`src/pf_pkg.sv`:
```
package pf_pkg;

  // wheel steps from 7 through the mod-30 candidates
  function automatic logic [2:0] wheel_step(input logic [2:0] pos);
    logic [2:0] s;
    unique case (pos)
      3'd0: s = 3'd4;
      3'd1: s = 3'd2;
      3'd2: s = 3'd4;
      3'd3: s = 3'd2;
      3'd4: s = 3'd4;
      3'd5: s = 3'd6;
      3'd6: s = 3'd2;
      default: s = 3'd6;
    endcase
    return s;
  endfunction

  function automatic logic [2:0] small_prime(input logic [1:0] idx);
    logic [2:0] p;
    unique case (idx)
      2'd0: p = 3'd2;
      2'd1: p = 3'd3;
      2'd2: p = 3'd5;
      default: p = 3'd7;
    endcase
    return p;
  endfunction

endpackage

```
`src/pf_front.sv`:
```
module pf_front #(
  parameter int unsigned W = 32
) (
  input  logic         clk_i,
  input  logic         rst_ni,
  input  logic         push_i,
  output logic         full_o,
  input  logic [W-1:0] value_i,
  input  logic         pop_i,
  output logic         empty_o,
  output logic [W-1:0] value_o,
  output logic         trivial_o
);

  logic [W-1:0] val_q [2];
  logic [1:0]   triv_q;
  logic         wr_q, rd_q;
  logic [1:0]   cnt_q;
  logic         do_push, do_pop;

  assign full_o    = (cnt_q == 2'd2);
  assign empty_o   = (cnt_q == 2'd0);
  assign do_push   = push_i && !full_o;
  assign do_pop    = pop_i && !empty_o;
  assign value_o   = val_q[rd_q];
  assign trivial_o = triv_q[rd_q];

  always_ff @(posedge clk_i) begin
    if (do_push) begin
      val_q[wr_q] <= value_i;
    end
  end

  always_ff @(posedge clk_i or negedge rst_ni) begin
    if (!rst_ni) begin
      wr_q   <= 1'b0;
      rd_q   <= 1'b0;
      cnt_q  <= 2'd0;
      triv_q <= 2'b00;
    end else begin
      if (do_push) begin
        // zero and one have no prime factors
        triv_q[wr_q] <= (value_i[W-1:1] == '0);
        wr_q         <= ~wr_q;
      end
      if (do_pop) begin
        rd_q <= ~rd_q;
      end
      cnt_q <= cnt_q + {1'b0, do_push} - {1'b0, do_pop};
    end
  end

endmodule

```
`src/pf_back.sv`:
```
module pf_back
  import pf_pkg::*;
#(
  parameter int unsigned W = 32
) (
  input  logic         clk_i,
  input  logic         rst_ni,
  input  logic         in_empty_i,
  input  logic [W-1:0] in_value_i,
  input  logic         in_trivial_i,
  output logic         in_pop_o,
  input  logic         out_full_i,
  output logic         out_push_o,
  output logic [W-1:0] out_factor_o,
  output logic         out_last_o,
  output logic         out_nof_o
);

  localparam logic [2:0] S_IDLE   = 3'd0;
  localparam logic [2:0] S_START  = 3'd1;
  localparam logic [2:0] S_DIV    = 3'd2;
  localparam logic [2:0] S_DECIDE = 3'd3;
  localparam logic [2:0] S_FIN    = 3'd4;
  localparam logic [2:0] S_TRIV   = 3'd5;
  localparam int unsigned CW = (W > 1) ? $clog2(W) : 1;

  logic [2:0]   st_q, st_d;
  logic [W-1:0] rem_q, rem_d;
  logic [W-1:0] div_q, div_d;
  logic [W-1:0] quo_q, quo_d;
  logic [W:0]   acc_q, acc_d;
  logic [CW-1:0] cnt_q, cnt_d;
  logic [1:0]   sp_q, sp_d;
  logic         wheel_q, wheel_d;
  logic [2:0]   pos_q, pos_d;
  logic [W-1:0] pend_q, pend_d;
  logic         pend_v_q, pend_v_d;
  logic [W:0]   shifted;

  assign shifted = {acc_q[W-1:0], quo_q[W-1]};

  always_comb begin
    st_d = st_q; rem_d = rem_q; div_d = div_q; quo_d = quo_q; acc_d = acc_q;
    cnt_d = cnt_q; sp_d = sp_q; wheel_d = wheel_q; pos_d = pos_q;
    pend_d = pend_q; pend_v_d = pend_v_q;
    in_pop_o = 1'b0; out_push_o = 1'b0;
    out_factor_o = pend_q; out_last_o = 1'b0; out_nof_o = 1'b0;
    unique case (st_q)
      S_IDLE: begin
        if (!in_empty_i) begin
          in_pop_o = 1'b1;
          rem_d    = in_value_i;
          div_d    = W'(2);
          sp_d     = 2'd0;
          wheel_d  = 1'b0;
          pos_d    = 3'd0;
          pend_v_d = 1'b0;
          st_d     = in_trivial_i ? S_TRIV : S_START;
        end
      end
      S_START: begin
        acc_d = '0;
        quo_d = rem_q;
        cnt_d = CW'(W - 1);
        st_d  = S_DIV;
      end
      S_DIV: begin
        // one restoring step per cycle
        if (shifted >= {1'b0, div_q}) begin
          acc_d = shifted - {1'b0, div_q};
          quo_d = {quo_q[W-2:0], 1'b1};
        end else begin
          acc_d = shifted;
          quo_d = {quo_q[W-2:0], 1'b0};
        end
        cnt_d = cnt_q - 1'b1;
        if (cnt_q == '0) st_d = S_DECIDE;
      end
      S_DECIDE: begin
        if (div_q > quo_q) begin
          st_d = S_FIN;
        end else if (acc_q == '0) begin
          if (!(pend_v_q && out_full_i)) begin
            out_push_o = pend_v_q;
            pend_d     = div_q;
            pend_v_d   = 1'b1;
            rem_d      = quo_q;
            st_d       = S_START;
          end
        end else begin
          if (!wheel_q) begin
            if (sp_q == 2'd3) begin
              wheel_d = 1'b1;
              div_d   = W'(11);
              pos_d   = 3'd1;
            end else begin
              sp_d  = sp_q + 1'b1;
              div_d = W'(small_prime(sp_q + 1'b1));
            end
          end else begin
            div_d = div_q + W'(wheel_step(pos_q));
            pos_d = pos_q + 1'b1;
          end
          st_d = S_START;
        end
      end
      S_FIN: begin
        if (pend_v_q) begin
          out_last_o = (rem_q[W-1:1] == '0);
          if (!out_full_i) begin
            out_push_o = 1'b1;
            pend_v_d   = 1'b0;
            if (rem_q[W-1:1] == '0) st_d = S_IDLE;
          end
        end else if (rem_q[W-1:1] != '0) begin
          out_factor_o = rem_q;
          out_last_o   = 1'b1;
          if (!out_full_i) begin
            out_push_o = 1'b1;
            st_d       = S_IDLE;
          end
        end else begin
          st_d = S_IDLE;
        end
      end
      S_TRIV: begin
        out_factor_o = '0;
        out_last_o   = 1'b1;
        out_nof_o    = 1'b1;
        if (!out_full_i) begin
          out_push_o = 1'b1;
          st_d       = S_IDLE;
        end
      end
      default: st_d = S_IDLE;
    endcase
  end

  always_ff @(posedge clk_i) begin
    rem_q  <= rem_d;
    div_q  <= div_d;
    quo_q  <= quo_d;
    acc_q  <= acc_d;
    cnt_q  <= cnt_d;
    sp_q   <= sp_d;
    pos_q  <= pos_d;
    pend_q <= pend_d;
  end

  always_ff @(posedge clk_i or negedge rst_ni) begin
    if (!rst_ni) begin
      st_q     <= S_IDLE;
      wheel_q  <= 1'b0;
      pend_v_q <= 1'b0;
    end else begin
      st_q     <= st_d;
      wheel_q  <= wheel_d;
      pend_v_q <= pend_v_d;
    end
  end

endmodule

```
`src/pf_outq.sv`:
```
module pf_outq #(
  parameter int unsigned W = 32
) (
  input  logic         clk_i,
  input  logic         rst_ni,
  input  logic         push_i,
  output logic         full_o,
  input  logic [W-1:0] factor_i,
  input  logic         last_i,
  input  logic         nof_i,
  input  logic         pop_i,
  output logic         empty_o,
  output logic [W-1:0] factor_o,
  output logic         last_o,
  output logic         nof_o
);

  logic [W+1:0] word_q [2];
  logic         wr_q, rd_q;
  logic [1:0]   cnt_q;
  logic         do_push, do_pop;

  assign full_o  = (cnt_q == 2'd2);
  assign empty_o = (cnt_q == 2'd0);
  assign do_push = push_i && !full_o;
  assign do_pop  = pop_i && !empty_o;
  assign {factor_o, last_o, nof_o} = word_q[rd_q];

  always_ff @(posedge clk_i) begin
    if (do_push) begin
      word_q[wr_q] <= {factor_i, last_i, nof_i};
    end
  end

  always_ff @(posedge clk_i or negedge rst_ni) begin
    if (!rst_ni) begin
      wr_q  <= 1'b0;
      rd_q  <= 1'b0;
      cnt_q <= 2'd0;
    end else begin
      if (do_push) wr_q <= ~wr_q;
      if (do_pop) rd_q <= ~rd_q;
      cnt_q <= cnt_q + {1'b0, do_push} - {1'b0, do_pop};
    end
  end

endmodule

```
`src/prime_factorizer.sv`:
```
// channel  | ports                                   | handshake
// input    | value_i                                 | push, full
// result   | factor_o, last_o, no_factor_o           | pop, empty
//
// each trial division runs on a bit-serial restoring divider; an item needs one
// division per trial divisor plus one per factor found.
// two-word queues on both sides let input and result sides stall on their own.
// reset is asynchronous and active low and empties both queues.
module prime_factorizer #(
  parameter int unsigned VALUE_WIDTH = 32
) (
  input  logic                   clk_i,
  input  logic                   rst_ni,
  input  logic                   push,
  output logic                   full,
  input  logic [VALUE_WIDTH-1:0] value_i,
  input  logic                   pop,
  output logic                   empty,
  output logic [VALUE_WIDTH-1:0] factor_o,
  output logic                   last_o,
  output logic                   no_factor_o
);

  logic                   f_empty, f_pop, f_triv;
  logic [VALUE_WIDTH-1:0] f_value;
  logic                   o_full, o_push, o_last, o_nof;
  logic [VALUE_WIDTH-1:0] o_factor;

  pf_front #(.W(VALUE_WIDTH)) u_front (
    .clk_i, .rst_ni,
    .push_i(push), .full_o(full), .value_i,
    .pop_i(f_pop), .empty_o(f_empty), .value_o(f_value), .trivial_o(f_triv)
  );

  pf_back #(.W(VALUE_WIDTH)) u_back (
    .clk_i, .rst_ni,
    .in_empty_i(f_empty), .in_value_i(f_value), .in_trivial_i(f_triv),
    .in_pop_o(f_pop),
    .out_full_i(o_full), .out_push_o(o_push), .out_factor_o(o_factor),
    .out_last_o(o_last), .out_nof_o(o_nof)
  );

  pf_outq #(.W(VALUE_WIDTH)) u_outq (
    .clk_i, .rst_ni,
    .push_i(o_push), .full_o(o_full),
    .factor_i(o_factor), .last_i(o_last), .nof_i(o_nof),
    .pop_i(pop), .empty_o(empty),
    .factor_o, .last_o, .nof_o(no_factor_o)
  );

  a_no_push_when_full: assert property (@(posedge clk_i) disable iff (!rst_ni)
    o_push |-> !o_full) else $error("result written into full queue");

  a_no_pop_when_empty: assert property (@(posedge clk_i) disable iff (!rst_ni)
    f_pop |-> !f_empty) else $error("item taken from empty queue");

  a_nof_shape: assert property (@(posedge clk_i) disable iff (!rst_ni)
    (!empty && no_factor_o) |-> (factor_o == '0 && last_o))
    else $error("no-factor word malformed");

endmodule

```
`config.mk`:
```
export PLATFORM = sky130hd
export DESIGN_NAME = prime_factorizer
export DESIGN_NICKNAME = d
export VERILOG_FILES = /design/src/pf_pkg.sv /design/src/pf_front.sv /design/src/pf_back.sv /design/src/pf_outq.sv /design/src/prime_factorizer.sv
export SDC_FILE = /design/constraint.sdc
export NUM_CORES = 1
export LEC_CHECK = 0
export ABC_AREA = 1
export BUFFER_PORTS_ARGS = -buffer_cell sky130_fd_sc_hd__buf_2
export CORE_MARGIN = 8
export CORE_UTILIZATION = 62
export CTS_CLUSTER_DIAMETER = 40
export DETAILED_ROUTE_END_ITERATION = 6
export PLACE_DENSITY = 0.77
export SYNTH_ARGS = -nofsm -noshare
export SYNTH_HDL_FRONTEND = slang
export SYNTH_SLANG_ARGS = --single-unit
```
`constraint.sdc`:
```
create_clock -name clk_i -period 7.11 [get_ports clk_i]
set_input_delay 1.422 -clock clk_i [delete_from_list [all_inputs] [get_ports clk_i]]
set_output_delay 1.422 -clock clk_i [all_outputs]
set_load 0.02 [all_outputs]
```
==> impl_metrics.py, run 1 <==
metrics = {
    "drt": {
        "detail_route.first_pass.iterations": 5,
        "route.detailed.wl_per_inst_microns": 19.1,
        "totalWireLength_microns": 44300,
        "post-route-drc-count": 0,
        "num_vias": 13661,
        "detail_route.vias_per_cell": 5.90,
        "final_antenna_net_count": 0,
        "dr.first_iter.drc_count": 1535,
    },
    "logic_synthesis": {
        "ys_ff_latch": 318,
        "synth.top_cells.by_area": "sky130_fd_sc_hd__edfxtp_1, sky130_fd_sc_hd__nand2_1, sky130_fd_sc_hd__ha_1, sky130_fd_sc_hd__o21ai_0, sky130_fd_sc_hd__nor2_1",
        "synth-edff-count": 303,
        "share_of_the_synthesized_area_in_the_top_cell_type_pct": 53.1,
        "synth_async_sr_flop_share_pct": 4.72,
        "post_synth_instance_area_sq_um": 17100,
        "yosys_warnings": 0,
        "ys_types": 47,
        "synth-main-ff-cell": "sky130_fd_sc_hd__edfxtp_1",
        "seq_area_frac_synth_pct": 55.3,
        "syn-mean-instance-area_sq_um": 9.15,
        "yosys.area.top_type": "sky130_fd_sc_hd__edfxtp_1",
        "synthesis.nets": 1988,
        "postSynthCellCount": 1871,
    },
    "global_route": {
        "antenna_found_initial": 0,
        "grt_remaining_overflow": 0,
        "grt_util_all_layers_pct": 26.3,
        "grt_pass1_wl_microns": 69300,
        "grt_start_max_net_pins": 78,
        "first_global_vias": 12869,
    },
    "sta": {
        "final_period_minus_worst_setup_slack_ns": 4.64,
        "timing.slew.headroom_pct": 21.4,
        "post-route-period-util_pct": 65.2,
        "fin_hold_ws_ns": 0.511,
        "worst_pin_slew_ns": 1.18,
        "setup_viol_count_final": 0,
        "final_max_slew_viol_count": 0,
        "rsz0062_at_grt": "false",
        "timing.setup.tns_ns": 0,
        "worst_clock_skew_ns": 0.0222,
        "max_clock_freq_mhz": 216,
        "number_of_hold_violations_in_the_final_report": 0,
    },
    "floorplan": {
        "chipWidth_microns": 182,
        "rows": 61,
        "initial_cell_density_of_the_core_pct": 62.3,
        "core_footprint_sq_um": 27500,
        "die_area_sq_um": 33200,
        "dieHeight_microns": 182,
        "io-pin-count": 72,
    },
    "layout": {
        "layout.cells.most_common": "sky130_fd_sc_hd__nand2_1",
        "final.fill_count": 2101,
        "area.growth.synth_to_final_pct": 11.3,
        "nNetsFinal": 2054,
        "drive_gt1_share_pct": 10.0,
        "layout.area.seq_sq_um": 9470,
        "multi_input_area_sq_um": 6710,
        "finalNonFillerCells": 2315,
        "n_antenna_cell": 0,
        "layout_common_cells": "sky130_fd_sc_hd__nand2_1, sky130_fd_sc_hd__edfxtp_1, sky130_fd_sc_hd__nor2_1",
    },
    "power": {
        "powerDensity_nw_per_um2": 552,
        "static_leakage_nw": 8.00,
        "totalPowerFinal_mw": 10.5,
        "vdd_drop_max_v": 0.000328,
    },
    "critical_path": {
        "worstSetupStartpointType": "flop",
        "setup.worst_path.class": "reg -> out",
        "worstPathArrival_ns": 3.22,
        "crit_path_max_fanout": 35,
        "crit_required_ns": 5.69,
        "timing.critical_path.to_type": "output pin",
    },
    "clock_tree": {
        "cts-buffers-inserted": 40,
        "clk_path_buf_depth": 3,
        "worst_skew_pair_later_pin_latency_ns": 0.54,
        "hold_buffers": 0,
        "clkTransAtPathRegs_ns": 0.06,
        "root_buffer": "sky130_fd_sc_hd__clkbuf_16",
        "cts_max_level": 2,
        "cts-resized-gates": 0,
        "cts_tree": "done",
        "numClockSinks": 318,
        "setup_repair_bufs_after_cts": 0,
    },
    "placed_design": {
        "gp_routability_congestion": 0.913,
        "dpl.hpwl_microns": 31900,
        "port_buffers": 71,
        "place.detailed.instances": 2241,
    },
    "hold_path": {
        "worst_hold_path_type": "reg -> reg",
    },
    "run": {
        "maxCapViolations": 0,
    },
    "run_status": {
        "outcome": "completed",
    },
}
critical path: stages, from the launching register on:
cell                       delay (ns)
sky130_fd_sc_hd__dfrtp_1         1.03
sky130_fd_sc_hd__clkinv_1        1.11
sky130_fd_sc_hd__nand2_1         0.27
sky130_fd_sc_hd__nand2_1         0.08
sky130_fd_sc_hd__buf_2           0.16
where the power goes:
group / total, mW / internal [mW] / switching, mW
registers: 3.70 / 3.07 / 0.627
clock network: 1.97 / 1.14 / 0.828
logic: 4.86 / 1.47 / 3.39
total: 10.5 / 5.68 / 4.84
synth_stat cells (all sizes together) (2+ instances only):
cell    instances
nor3           29
edfxtp        303
buf            15
o21a            3
nand3b          3
fa              2
o31ai           2
ha             79
a31oi          33
dfrtp          15
nor3b           2
nand4          19
nand2         525
xor2           19
or2             6
and3            2
clkinv          2
nand3         103
nor4           13
xnor2           8
inv           181
o21ai         144
o211ai          2
a21oi         114
clkbuf         45
nor2          191
a21o            6
routing by layer:
layer	wire [microns]	track usage (%)	vias up
met4	1350	8.36	0
met5	0	0	-
met3	4590	5.11	83
met2	19400	40.4	664
li1	-	-	6509
met1	18900	37.2	6405
kinds of logic (layout without fill, tap and decap cells):
logic type / count (synthesis) / in the layout / share of synthesized area [%]
AND/OR/NAND/NOR: 893 / 893 / 21.9
flip-flops: 318 / 318 / 55.3
multiplexers: 1 / 1 / 0.0658
buffers and inverters: 243 / 341 / 5.65
XOR/XNOR: 27 / 27 / 1.38
adder cells (fa/ha/maj): 81 / 81 / 6.01
AO/OA/AOI/OAI: 308 / 308 / 9.62
registers in the layout, indices dropped and copies added (netlist names):
register,count
u_back.acc_q,33
u_back.quo_q,32
u_back.wheel_q,1
u_back.st_q,3
u_back.div_q,32
u_outq.wr_q,1
u_back.pos_q,3
u_front.cnt_q,2
u_front.wr_q,1
u_outq.word_q,68
u_outq.rd_q,1
u_front.triv_q,2
u_front.val_q,64
u_back.cnt_q,5
u_back.pend_v_q,1
u_outq.cnt_q,2
u_back.sp_q,2
u_back.rem_q,32
u_back.pend_q,32
u_front.rd_q,1
metrics by stage:
stage	setup slack, ns	area [sq um]	utilization, %
2_1_floorplan	0.964	17100	-
3_5_place_dp	2.91	17800	64.6
3_3_place_gp	3.17	17800	64.6
6_report	2.47	19100	69.4
5_1_grt	2.06	19100	69.4
4_1_cts	2.34	19100	69.4
worst paths after layout:
| check | start | end | slack, ns | cells past startpoint |
|---|---|---|---|---|
| worst max-delay path | u_outq.rd_q | factor_o[8] | 2.47 | 4 |
| worst min-delay path | u_front.triv_q[1] | u_front.triv_q[1] | 0.51 | 1 |
| worst max register to register | u_back.pend_v_q | u_outq.word_q[0][29] | 3.52 | 4 |
| worst min register to register | u_front.triv_q[1] | u_front.triv_q[1] | 0.51 | 1 |
| max in group asynchronous | rst_ni | u_back.pend_v_q | 5.93 | 1 |
| min in group asynchronous | rst_ni | u_front.rd_q | 0.84 | 1 |
cell type report:
type | count | share of cell area (%)
clock inverters | 22 | 1.19
repair buffers | 84 | 2.38
clock buffers | 52 | 5.64
inverters | 183 | 3.60
well taps | 346 | 2.27
flip-flops and latches | 318 | 49.7
multi-input cells | 1310 | 35.2
(Power assumes the default switching activity.)
==> run 2: changes to the inputs <==
--- a/config.mk
+++ b/config.mk
@@ -5,7 +5,7 @@
 export SDC_FILE = /design/constraint.sdc
 export NUM_CORES = 1
 export LEC_CHECK = 0
-export ABC_AREA = 1
+export ABC_AREA = 0
 export BUFFER_PORTS_ARGS = -buffer_cell sky130_fd_sc_hd__buf_2
 export CORE_MARGIN = 8
 export CORE_UTILIZATION = 62
==> constraint.sdc (replaced) <==
create_clock -name clk_i -period 4.7 [get_ports clk_i]
set_input_delay 0.94 -clock clk_i [delete_from_list [all_inputs] [get_ports clk_i]]
set_output_delay 0.94 -clock clk_i [all_outputs]
set_load 0.02 [all_outputs]
==> impl_metrics.py, run 2 <==
metrics = {
    "clock_tree": {
        "cts-resized-gates": 0,
        "clkTransAtPathRegs_ns": 0.06,
        "clk_path_buf_depth": 3,
        "cts_tree": "done",
        "cts_max_level": 2,
        "setup_repair_bufs_after_cts": 0,
        "numClockSinks": 318,
        "worst_skew_pair_later_pin_latency_ns": 0.54,
        "hold_buffers": 0,
        "root_buffer": "sky130_fd_sc_hd__clkbuf_16",
        "cts-buffers-inserted": 41,
    },
    "global_route": {
        "first_global_vias": 10869,
        "grt_start_max_net_pins": 70,
        "grt_util_all_layers_pct": 23.9,
        "grt_remaining_overflow": 0,
        "antenna_found_initial": 0,
        "grt_pass1_wl_microns": 58600,
    },
    "sta": {
        "max_clock_freq_mhz": 260,
        "worst_pin_slew_ns": 1.13,
        "worst_slack_ns": 0.854,
        "final_period_minus_worst_setup_slack_ns": 3.85,
        "post-route-period-util_pct": 81.8,
        "number_of_hold_violations_in_the_final_report": 0,
        "timing.setup.tns_ns": 0,
        "setup_viol_count_final": 0,
        "final_max_slew_viol_count": 0,
        "fin_hold_ws_ns": 0.316,
        "worst_clock_skew_ns": 0.0257,
        "rsz0062_at_grt": "false",
        "timing.slew.headroom_pct": 24.4,
    },
    "critical_path": {
        "crit_path_max_fanout": 34,
        "timing.critical_path.max_delay_family": "simple AND/OR/NAND/NOR gates",
        "timing.critical_path.to_type": "flop",
        "worstSetupStartpointType": "flop",
        "crit_required_ns": 4.87,
        "worstPathArrival_ns": 4.01,
        "timing.critical_path.slowest_cell_delay_ns": 0.50,
        "cp_cell_sequence": "ha_1 -> nand4_1 -> or2_2 -> nor3_1 -> nand2_1 -> o31ai_1 -> a21o_1 -> nand3_1 -> a211oi_2 -> nor2b_4 -> buf_4",
        "critical_path.n_buffers_inverters": 1,
        "setup.worst_path.class": "reg -> reg",
        "critPathSlowestCell": "sky130_fd_sc_hd__edfxtp_1",
    },
    "logic_synthesis": {
        "yosys.area.top_type": "sky130_fd_sc_hd__edfxtp_1",
        "postSynthCellCount": 1313,
        "synthMostInstantiatedCell": "sky130_fd_sc_hd__edfxtp_1",
        "ys_types": 65,
        "share_of_the_synthesized_area_in_the_top_cell_type_pct": 56.8,
        "synthesis.nets": 1430,
        "ys_ff_latch": 318,
        "yosys-top-cells-count": "sky130_fd_sc_hd__edfxtp_1, sky130_fd_sc_hd__nand2_1, sky130_fd_sc_hd__nor2_1, sky130_fd_sc_hd__o21ai_0, sky130_fd_sc_hd__inv_1",
        "synth_async_sr_flop_share_pct": 4.72,
        "yosys_warnings": 0,
        "synth.top_cells.by_area": "sky130_fd_sc_hd__edfxtp_1, sky130_fd_sc_hd__ha_1, sky130_fd_sc_hd__mux2i_1, sky130_fd_sc_hd__xnor2_1, sky130_fd_sc_hd__nand2_1",
        "seq_area_frac_synth_pct": 59.2,
        "syn-mean-instance-area_sq_um": 12.2,
        "post_synth_instance_area_sq_um": 16000,
        "synth-edff-count": 303,
        "synth-main-ff-cell": "sky130_fd_sc_hd__edfxtp_1",
    },
    "layout": {
        "area.growth.synth_to_final_pct": 13.1,
        "layout_common_cells": "sky130_fd_sc_hd__edfxtp_1, sky130_fd_sc_hd__nand2_1, sky130_fd_sc_hd__o21ai_0",
        "n_antenna_cell": 0,
        "layout.core_utilization_pct": 70.5,
        "layout.cells.most_common": "sky130_fd_sc_hd__edfxtp_1",
        "nNetsFinal": 1511,
        "registers.top_by_ff_count": "u_outq.word_q",
        "largest_register_ffs": 68,
        "drive_gt1_share_pct": 15.4,
        "largest_regs": "u_outq.word_q (68), u_front.val_q (64), u_back.acc_q (33)",
    },
    "drt": {
        "post-route-drc-count": 0,
        "totalWireLength_microns": 37600,
        "detail_route.first_pass.iterations": 6,
        "final_antenna_net_count": 0,
        "dr.first_iter.drc_count": 934,
        "detail_route.vias_per_cell": 6.17,
        "route.detailed.wl_per_inst_microns": 21.4,
        "num_vias": 10874,
    },
    "run": {
        "maxCapViolations": 0,
    },
    "placed_design": {
        "dpl.hpwl_microns": 26400,
        "place_ws_ns": 1.02,
        "port_buffers": 71,
        "gp_routability_congestion": 0.889,
    },
    "floorplan": {
        "core_footprint_sq_um": 25700,
        "chipWidth_microns": 177,
        "io-pin-count": 72,
        "die_area_sq_um": 31200,
        "initial_cell_density_of_the_core_pct": 62.3,
        "rows": 59,
        "dieHeight_microns": 177,
    },
    "run_status": {
        "outcome": "completed",
    },
    "power": {
        "vdd_drop_max_v": 0.000637,
        "static_leakage_nw": 7.12,
        "powerDensity_nw_per_um2": 833,
        "totalPowerFinal_mw": 15.1,
    },
    "hold_path": {
        "worst_hold_path_type": "in -> async",
    },
}
[run 2: logic make-up (layout without fill, tap and decap cells)]
kind of cell / Yosys count / after routing / share of synthesized area, %
AOI/OAI and AO/OA: 269 / 269 / 10.7
muxes: 93 / 93 / 6.10
and+or+nand+nor: 355 / 355 / 10.6
buffers and inverters: 134 / 247 / 3.53
adders and majority gates: 81 / 81 / 6.42
xor gates and xnor gates: 63 / 63 / 3.45
DFF: 318 / 318 / 59.2
[run 2: layout make-up]
| cell class | count | area, sq um |
|---|---|---|
| well taps | 335 | 419 |
| repair buffers | 88 | 508 |
| clock buffers | 49 | 1100 |
| clock inverters | 26 | 274 |
| fillers | 1728 | 7580 |
| multi-input cells | 861 | 6020 |
| flip-flops and latches | 318 | 9480 |
| inverters | 84 | 315 |
[run 2: worst register-to-register path, delay by kind of cell, from the launching register on]
kind            cells  cell delay [ns]
simple gates        6             1.46
buf+inv             1             0.42
fa+ha+maj           1             0.35
flops               1             0.50
compound gates      3             0.73
[run 2: worst paths after layout]
kind	end	cells past startpoint	from	slack, ns
max	u_outq.word_q[0][31]	11	u_back.div_q[27]	0.85
min	u_front.rd_q	1	rst_ni	0.32
min in group clk_i	u_outq.cnt_q[1]	1	u_outq.cnt_q[1]	0.50
max reg2reg	u_outq.word_q[0][31]	11	u_back.div_q[27]	0.85
max in group asynchronous	u_back.st_q[1]	1	rst_ni	4.08
min reg2reg	u_outq.cnt_q[1]	1	u_outq.cnt_q[1]	0.50
[run 2: routing by layer]
layer	vias to the layer above	track usage [%]	routed length [microns]	part of all wire [%]
met5	-	0	0	0
met4	0	9.39	1280	3.4
met3	96	4.69	2950	7.8
met2	457	40.1	18300	49
met1	5268	30.3	15100	40
li1	5053	-	-	-
[run 2: report_power, final]
part / switching, mW / internal (mW)
combinational: 4.09 / 2.54
sequential: 0.814 / 4.54
clock: 1.23 / 1.87
[run 2: stage by stage]
step / instance area (sq um) / std cells
after global placement: 16700 / 1686
final: 18100 / 1761
after global routing: 18100 / 1761
after detailed placement: 16700 / 1686
after CTS: 18100 / 1761
after floorplan: 16000 / 1313
==> run 3: changes to the inputs <==
--- a/config.mk
+++ b/config.mk
@@ -8,10 +8,10 @@
 export ABC_AREA = 0
 export BUFFER_PORTS_ARGS = -buffer_cell sky130_fd_sc_hd__buf_2
 export CORE_MARGIN = 8
-export CORE_UTILIZATION = 62
+export CORE_UTILIZATION = 56
 export CTS_CLUSTER_DIAMETER = 40
 export DETAILED_ROUTE_END_ITERATION = 6
-export PLACE_DENSITY = 0.77
+export PLACE_DENSITY = 0.73
 export SYNTH_ARGS = -nofsm -noshare
 export SYNTH_HDL_FRONTEND = slang
 export SYNTH_SLANG_ARGS = --single-unit
==> constraint.sdc (replaced) <==
create_clock -name clk_i -period 3.25 [get_ports clk_i]
set_input_delay 0.65 -clock clk_i [delete_from_list [all_inputs] [get_ports clk_i]]
set_output_delay 0.65 -clock clk_i [all_outputs]
set_load 0.02 [all_outputs]
==> impl_metrics.py, run 3 (synthesis results as in run 2) <==
metrics = {
    "power": {
        "netSwitchingFraction_pct": 40.3,
        "internal-power_mw": 14.1,
        "static_leakage_nw": 7.64,
        "powerDensity_nw_per_um2": 1230,
        "vdd_drop_max_v": 0.000867,
        "power.clock.fraction_pct": 19.8,
        "pwr-share-comb_pct": 48.0,
        "p_switching_mw": 9.50,
        "sequentialPowerShare_pct": 32.2,
    },
    "run_status": {
        "outcome": "finished, violations left",
        "failed_checks": "negative setup slack",
    },
    "clock_tree": {
        "cts_tree": "done",
        "root_buffer": "sky130_fd_sc_hd__clkbuf_16",
        "worst_skew_pair_later_pin_latency_ns": 0.56,
        "clk_path_buf_depth": 3,
        "clkTransAtPathRegs_ns": 0.06,
        "numClockSinks": 318,
        "cts-buffers-inserted": 43,
        "cts_max_level": 2,
    },
    "global_route": {
        "grt_pass1_wl_microns": 61000,
        "first_global_vias": 11230,
        "grt_start_max_net_pins": 65,
        "grt_remaining_overflow": 0,
        "grt_util_all_layers_pct": 22.9,
        "antenna_found_initial": 0,
    },
    "drt": {
        "final_antenna_net_count": 0,
        "num_vias": 11132,
        "detail_route.vias_per_cell": 5.86,
        "totalWireLength_microns": 39600,
        "post-route-drc-count": 0,
        "route.detailed.wl_per_inst_microns": 20.8,
        "detail_route.first_pass.iterations": 5,
        "dr.first_iter.drc_count": 809,
    },
    "floorplan": {
        "chipWidth_microns": 185,
        "initial_cell_density_of_the_core_pct": 56.4,
        "die_area_sq_um": 34300,
        "dieHeight_microns": 185,
        "rows": 62,
        "io-pin-count": 72,
        "core_footprint_sq_um": 28400,
    },
    "placed_design": {
        "place.detailed.instances": 1806,
        "dpl.hpwl_microns": 28100,
        "port_buffers": 71,
        "gp_routability_congestion": 0.889,
        "place_ws_ns": -0.0259,
    },
    "sta": {
        "setup_viol_count_final": 2,
        "final_period_minus_worst_setup_slack_ns": 3.25,
        "worst_pin_slew_ns": 1.11,
        "timing.slew.headroom_pct": 25.7,
        "max_clock_freq_mhz": 307,
        "worst_clock_skew_ns": 0.0259,
        "final_max_slew_viol_count": 0,
        "worst_slack_ns": -0.00377,
        "timing.setup.tns_ns": -0.00722,
        "number_of_hold_violations_in_the_final_report": 0,
        "post-route-period-util_pct": 100,
        "rsz0062_at_grt": "true",
        "fin_hold_ws_ns": 0.0201,
    },
    "critical_path": {
        "crit_path_max_fanout": 4,
        "setup.worst_path.class": "reg -> reg",
        "crit_required_ns": 3.51,
        "worstReg2RegEnd": "u_back.pos_q[0]",
        "worstSetupStartpointType": "flop",
        "worstPathArrival_ns": 3.51,
        "timing.critical_path.to_type": "flop",
        "regToRegStartpoint": "u_back.div_q[17]",
        "reg2reg_setup_slack_ns": -0.004,
        "r2r.worst_path.cells": 12,
    },
    "layout": {
        "registers.top_by_ff_count": "u_outq.word_q",
        "drive_gt1_share_pct": 23.1,
        "area.growth.synth_to_final_pct": 20.3,
        "final.fill_count": 2071,
        "largest_regs": "u_outq.word_q (68), u_front.val_q (64), u_back.acc_q (33)",
        "finalNonFillerCells": 1901,
        "largest_register_ffs": 68,
        "layout.core_utilization_pct": 67.8,
        "nNetsFinal": 1599,
        "layout_common_cells": "sky130_fd_sc_hd__edfxtp_1, sky130_fd_sc_hd__nand2_1, sky130_fd_sc_hd__buf_4",
        "n_antenna_cell": 0,
        "layout.cells.most_common": "sky130_fd_sc_hd__edfxtp_1",
    },
    "hold_path": {
        "worst_hold_path_type": "in -> async",
    },
    "run": {
        "maxCapViolations": 0,
    },
}
## run 3: changes by cell type in the layout (fill, tap and decap cells not counted), sizes merged
cell,previous run,this run
clkinv,10,11
inv,91,92
clkbuf,49,52
buf,88,172
bufinv,3,4
clkinvlp,6,7
## run 3: how the worst max path moves through the flow
stage | to | cells after the start | startpoint
3_3_place_gp | u_back.acc_q[7] | 13 | u_back.div_q[29]
4_1_cts | u_back.pos_q[0] | 12 | u_back.quo_q[25]
6_report | u_back.pos_q[0] | 12 | u_back.div_q[17]
5_1_grt | u_back.pos_q[0] | 12 | u_back.div_q[17]
2_1_floorplan | u_back.div_q[0] | 10 | u_back.div_q[29]
3_5_place_dp | u_back.acc_q[17] | 13 | u_back.div_q[29]
## run 3: critical path: stages, from the launching register on
cell,delay (ns)
sky130_fd_sc_hd__edfxtp_1,0.39
sky130_fd_sc_hd__buf_4,0.15
sky130_fd_sc_hd__ha_1,0.29
sky130_fd_sc_hd__a21o_1,0.17
sky130_fd_sc_hd__a21o_1,0.19
sky130_fd_sc_hd__a21oi_2,0.19
sky130_fd_sc_hd__o31ai_2,0.11
sky130_fd_sc_hd__o31ai_4,0.26
sky130_fd_sc_hd__a21o_1,0.26
sky130_fd_sc_hd__nand2_2,0.09
sky130_fd_sc_hd__or3_4,0.40
sky130_fd_sc_hd__a221oi_2,0.27
sky130_fd_sc_hd__buf_4,0.16
## run 3: area by class of cell
class	count	area [sq um]	area share, %
multi-input combinational	861	6280	32.6
inverter	84	319	1.66
timing repair buffer	174	1280	6.63
tap	384	480	2.50
clock inverter	30	322	1.67
clock buffer	50	1100	5.72
sequential	318	9480	49.2
## run 3: through the flow
stage | cell area [sq um] | total power, mW
final | 19300 | 23.6
after global placement | 17400 | 17.8
after detailed placement | 17400 | 18.1
after global routing | 19300 | 25.1
after CTS | 18900 | 22.9
after floorplan | 16000 | 14.7
## run 3: power groups by stage
stage	sequential (mW)	combinational, mW	clock, mW
global placement	7.61	10.2	0
CTS	7.58	10.6	4.71
detailed placement	7.64	10.4	0
global route	7.72	12.4	4.89
finish	7.61	11.3	4.66
floorplan	7.26	7.45	0
## run 3: what timing repair did
action                     4_1_cts  5_1_grt
setup endpoints to repair       92      151
hold buffers                     0        0
pin swaps                        0       16
gates cloned                     0        2
buffers inserted                 0       13
hold endpoints to repair         0        0
gates resized for setup          4       49
## run 3: per-layer routing
layer | track usage (%) | share of wire [%] | wire length, microns | up-vias
met3 | 3.96 | 6.0 | 2390 | 74
met1 | 29.2 | 42 | 16600 | 5506
met5 | 0 | 0 | 0 | -
met4 | 6.34 | 2.2 | 884 | 0
met2 | 39.8 | 50 | 19700 | 328
li1 | - | - | - | 5224
